$ cat src/hdl/msr_pkg.sv
// ----------------------------------------------------------------------------
// Motor speed ramp package
// Field types, register indexes and fixed-point constants.
// ----------------------------------------------------------------------------
package msr_pkg;

    typedef logic signed [20:0] t_speed;
    typedef logic        [15:0] t_tick;
    typedef logic        [23:0] t_rate;
    typedef logic        [20:0] t_step;
    typedef logic        [0:0]  t_cfg_idx;

    localparam t_cfg_idx REG_ACCEL_RATE = 1'b0;
    localparam t_cfg_idx REG_DECEL_RATE = 1'b1;

    // Gap under which the set speed snaps to the target (0.1 rpm).
    localparam int SNAP_GAP  = 10;
    // Set speeds under this magnitude are forced to zero (0.05 rpm).
    localparam int ZERO_BAND = 5;

    // floor(p / 1e6) = floor((p >> 6) / 15625); the second divide is a
    // multiply by ceil(2^48 / 15625) and a shift by 48, exact for 34-bit inputs.
    localparam int          PRE_SHIFT   = 6;
    localparam int          RECIP_SHIFT = 48;
    localparam logic [34:0] RECIP       = 35'd18014398510;
    localparam logic [16:0] RECIP_HI    = RECIP[34:18];
    localparam logic [17:0] RECIP_LO    = RECIP[17:0];

    // Load strobes for the step pipeline stages.
    typedef struct packed {
        logic ld_b;
        logic ld_c;
        logic ld_d;
    } t_pipe_ld;

endpackage

$ cat src/hdl/msr_step_div.sv
// ----------------------------------------------------------------------------
// Ramp step unit
// Computes floor(rate * tick_us / 1e6) over three registered stages.
// ----------------------------------------------------------------------------
module msr_step_div (
    input  logic             i_clk,
    input  msr_pkg::t_pipe_ld i_ld,
    input  msr_pkg::t_rate   i_rate,
    input  msr_pkg::t_tick   i_tick,
    output msr_pkg::t_step   o_step
);
    import msr_pkg::*;

    logic [39:0] r_prod;
    logic [33:0] r_pp_hh;
    logic [34:0] r_pp_hl;
    logic [33:0] r_pp_lh;
    logic [34:0] r_pp_ll;
    t_step       r_step;

    logic [33:0] w_x;
    logic [68:0] w_sum;

    assign w_x = r_prod[39:PRE_SHIFT];

    assign w_sum = ({35'd0, r_pp_hh} << 35) + ({34'd0, r_pp_hl} << 17)
                 + ({35'd0, r_pp_lh} << 18) + {34'd0, r_pp_ll};

    always_ff @(posedge i_clk) begin
        if (i_ld.ld_b) begin
            r_prod <= 40'(i_rate) * 40'(i_tick);
        end
        if (i_ld.ld_c) begin
            r_pp_hh <= 34'(w_x[33:17]) * 34'(RECIP_HI);
            r_pp_hl <= 35'(w_x[33:17]) * 35'(RECIP_LO);
            r_pp_lh <= 34'(w_x[16:0])  * 34'(RECIP_HI);
            r_pp_ll <= 35'(w_x[16:0])  * 35'(RECIP_LO);
        end
        if (i_ld.ld_d) begin
            r_step <= w_sum[68:RECIP_SHIFT];
        end
    end

    assign o_step = r_step;

endmodule

$ cat config.mk
export PLATFORM = sky130hd
export DESIGN_NAME = msr_step_div
export DESIGN_NICKNAME = d
export VERILOG_FILES = /design/src/hdl/msr_pkg.sv /design/src/hdl/msr_step_div.sv
export SDC_FILE = /design/constraint.sdc
export NUM_CORES = 2
export LEC_CHECK = 0
export BUFFER_PORTS_ARGS = -buffer_cell sky130_fd_sc_hd__buf_2
export CORE_MARGIN = 4
export CORE_UTILIZATION = 49
export CTS_CLUSTER_SIZE = 24
export DETAILED_ROUTE_END_ITERATION = 10
export PLACE_DENSITY_LB_ADDON = 0.2
export REMOVE_ABC_BUFFERS = 1
export SLEW_MARGIN = 0
export SYNTH_ARGS = -nofsm -noshare
export SYNTH_HDL_FRONTEND = slang
export SYNTH_SLANG_ARGS = --single-unit
$ cat constraint.sdc
create_clock -name i_clk -period 10.9 [get_ports i_clk]
set_clock_uncertainty 0.1 [all_clocks]
set_input_delay 0.545 -clock i_clk [delete_from_list [all_inputs] [get_ports i_clk]]
set_output_delay 0.545 -clock i_clk [all_outputs]
set_load 0.03 [all_outputs]
=== Word-level counts from Yosys, hierarchy flattened ===
Index checks and enable logic that the tools add are counted.

* ROM bits: 0
* Memory bits (writable): 0
* Input bits: 44
* Memories kept: 0
* Bits in latches: 0
* Word-level logic and storage cells: 14
* Output and inout bits: 21
* Register bits after elaboration: 195

* $lt $le $gt $ge: 0
* Shifts and indexed selects: 0
* Bitwise logic cells: 0
* Divide/modulo/power cells: 0
* Eq/ne operators: 0
* Add/sub/neg operators: 3
* Reduce and logical (&&, ||, !) cells: 0
* Mux-type cells: 0
* $mul: 5

{| class="wikitable"
|+ Operator list
! cell !! number
|-
| 69-bit by 34-bit adder with 69-bit output || 1
|-
| 69-bit by 51-bit adder with 69-bit output || 1
|-
| 69-bit by 52-bit adder with 69-bit output || 1
|-
| 17-bit by 17-bit multiplier with 34-bit output (second input constant) || 2
|-
| 17-bit by 16-bit multiplier with 33-bit output (second input constant) || 2
|-
| 24-bit by 16-bit multiplier with 40-bit output || 1
|}

=== Longest topological paths before layout ===
* Depth after elaboration: 3
* Gate-level depth with buffers: 25
* Gate-level depth less buffers: 24

=== Worst setup path before layout ===
OpenSTA, ideal clock, no wires.

* Kind: in2reg
* From: input i_rate[17]
* To: register r_prod[37] (data pin)
* Setup time: 0.264 ns
* Arrival time: 6.466 ns
* Slack: 4.071 ns
* Stages: 22
* Required time: 10.536 ns
* Buffers on the path: 1
* Path through: clkbuf_1 > nand2_1 > fa_1 > fa_1 > fa_1 > inv_1 > fa_1 > fa_1 > inv_1 > fa_1 > inv_1 > ha_1 > a21o_1 > a21o_1 > a2111oi_1 > o31ai_1 > a211oi_4 > a21oi_2 > a221oi_4 > o21ba_2 > nor2_1 > o41a_1

* Cells in the longest elaborated chain, start to end: 1

{| class="wikitable"
|+ Ends and longest elaborated chain
! what !! line !! RTL
|-
| start, declared || msr_step_div.sv:8 || <nowiki>input msr_pkg::t_rate i_rate,</nowiki>
|-
| 24-bit by 16-bit multiplier with 40-bit output || msr_step_div.sv:31 || <nowiki>r_prod <= 40'(i_rate) * 40'(i_tick);</nowiki>
|-
| end signal, assigned || msr_step_div.sv:31 ||
|-
| end, declared || msr_step_div.sv:14 || <nowiki>logic [39:0] r_prod;</nowiki>
|}

No other way between the ends.
A chain may end at the register's enable or synchronous reset.

=== Final worst setup path ===
* From: input i_tick[1]
* To: register r_prod[37] (data pin)

* Cells in the longest elaborated chain, start to end: 1

{| class="wikitable"
|+ Ends and longest elaborated chain
! what !! line !! RTL
|-
| start, declared || msr_step_div.sv:9 || <nowiki>input msr_pkg::t_tick i_tick,</nowiki>
|-
| 24-bit by 16-bit multiplier with 40-bit output || msr_step_div.sv:31 ||
|}

No other way between the ends.

==> flow_summary.ini <==
[hold_path]
holdCritPathClass = input port to flip-flop

[placed_design]
gp_congestion = 0.851
place_hpwl_mm = 68.8
io_buffer_count = 64

[worst_setup_path]
path_max_fanout = 24
critPathLaunchType = input port
critPathKind = input port to flip-flop
critPathRequiredTime_ps = 11030
arrival_ps = 7220
end_kind = flip-flop

[cells_and_area]
multi_input_comb_area_sq_mm = 0.0290
nFillCells = 7020
regArea_sq_mm = 0.00510
area_growth_pct = 5.63
drive_gt1_share_pct = 3.72
nNetsFinal = 5068

[floorplanning]
ioPinCount = 65
coreArea_sq_mm = 0.0761
die_w_microns = 285
die-area_sq_mm = 0.0814
initial_core_util_pct = 49.5
fp.dieH_microns = 285
rows = 101

[timing]
tightest_slew_ps = 1070
hold_violations = 0
grt_setup_unrepaired = false
slew_headroom_pct = 28.0
post-route-period-util_pct = 65.0
max_freq_mhz = 141
min_period_ps = 7080
setup_viol = 0
slew_viol_final = 0
fin_tns_setup_ps = 0

[global_route]
grt_max_degree = 68
antenna_found_initial = 2
grt_usage_pct = 21.5
first_global_vias = 26149
grt_pass1_wl_mm = 138
grt_overflow = 0

[logic_synthesis]
synth_edf_count = 170
ys_ff_latch = 170
synth_area_per_cell_sq_um = 10.4
synthTopCellsByCount = inv_1, fa_1, ha_1
synth_cell_types = 59
synth_area_leader_cell = fa_1
synthArstFlopShare_pct = 0
ys_warn_count = 0
yosysMostFrequentCell = inv_1
yosysTopAreaCellShare_pct = 37.0
synth_cells = 3622
synth.cell_area_sq_mm = 0.0377
synth_area_leaders = fa_1, ha_1, edfxtp_1
synth_ff_type = edfxtp_1
seq_area_frac_synth_pct = 13.5

[clocking]
postCtsSetupBuffers = 0
cts.sinks = 170
htree_num_levels = 4
clock_path_buffers = 2
clock_latency_ps = 490
tritoncts = built
cts_hold_buf = 0
path_clk_slew_ps = 80
ctsResizeCount = 0
cts_inserted_buffers = 17
cts-root-buf = clkbuf_16

[route]
route.met2.wl_mm = 39.0
drc = 0
met3_wirelength_mm = 3.64
via_per_inst = 5.16
avgRoutedWirePerCell_microns = 17.6
wl_mm = 83.0
first_pass_iters = 5
wl_met1_mm = 39.2
top_layer = met4
postRouteAntennaNets = 0
drt_iter0_markers = 1100
via_count = 24309

[outcome]
status = complete, no violations

[flow_run]
drv_cap = 0
layout by cell type (no fill, tap or decap), drive strengths merged, types with 19 or more instances in the layout:
| master | instances |
|---|---|
| a21oi | 105 |
| nand4 | 22 |
| and2 | 175 |
| inv | 894 |
| nor3 | 19 |
| a21o | 77 |
| nor2 | 65 |
| o21a | 19 |
| fa | 697 |
| nand3 | 25 |
| nand2 | 278 |
| edfxtp | 170 |
| xor2 | 47 |
| o21ai | 49 |
| buf | 88 |
| xnor2 | 105 |
| ha | 661 |
per-layer routing:
layer / GRT usage [%] / up-vias
met5: 0 / -
met4: 4.44 / 0
met3: 2.73 / 61
met2: 34.9 / 438
met1: 31.1 / 12354
li1: - / 11456
flip-flops by register name, summed over array words and instances (netlist names):
signal,flops
r_pp_hh,34
r_pp_ll,16
r_prod,34
r_pp_hl,31
r_pp_lh,34
o_step,21
final cells by class:
type | count | area share, %
inverter | 888 | 8.38
tap | 1030 | 3.24
antenna | 1 | 0.00629
timing repair buffer | 88 | 1.26
sequential | 170 | 12.8
clock inverter | 13 | 0.333
multi-input combinational | 2501 | 72.9
clock buffer | 18 | 1.08
worst max-delay path, stage by stage:
cell       delay (ps)
buf_2             440
nand2_1           170
fa_1              540
fa_1              510
fa_1              510
inv_1              50
fa_1              490
fa_1              510
inv_1              60
fa_1              470
inv_1              40
ha_1              320
a21o_1            170
a21o_1            170
a2111oi_1         490
o31ai_1           200
a211oi_4          390
a21oi_2           150
a221oi_4          380
o21ba_2           220
nor2_1             50
o41a_1            300
per-stage QoR:
step | hold slack, ps | std cells | area [sq um] | utilization [%] | worst slack, ps
after floorplan | 427 | 3559 | 37400 | - | 4280
after global placement | 483 | 4677 | 39200 | 51.6 | 3350
after detailed placement | 483 | 4677 | 39200 | 51.6 | 3320
after CTS | 418 | 4708 | 39800 | 52.3 | 3830
after global routing | 468 | 4709 | 39800 | 52.3 | 3480
final | 441 | 4709 | 39800 | 52.3 | 3820
cells by family after synthesis:
family | Yosys count | synth area share, %
flops | 170 | 13.5
xor+xnor | 152 | 3.53
simple gates | 650 | 8.41
compound gates | 341 | 6.05
buf+inv | 951 | 9.47
fa+ha+maj | 1358 | 59.0
worst paths after layout:
| kind | cells after the start | slack (ps) | start | to |
|---|---|---|---|---|
| setup / recovery | 22 | 3820 | i_tick[1] | r_prod[37]$_DFFE_PP_ |
| hold / removal | 1 | 440 | i_ld[0] | o_step[8]$_DFFE_PP_ |
| setup reg to reg | 23 | 4060 | r_prod[23]$_DFFE_PP_ | r_pp_hh[33]$_DFFE_PP_ |
| hold reg to reg | 1 | 500 | r_pp_hh[32]$_DFFE_PP_ | o_step[19]$_DFFE_PP_ |
Power is not shown: default switching activity piles up to over one toggle a cycle in this logic, so the estimate is an artifact.
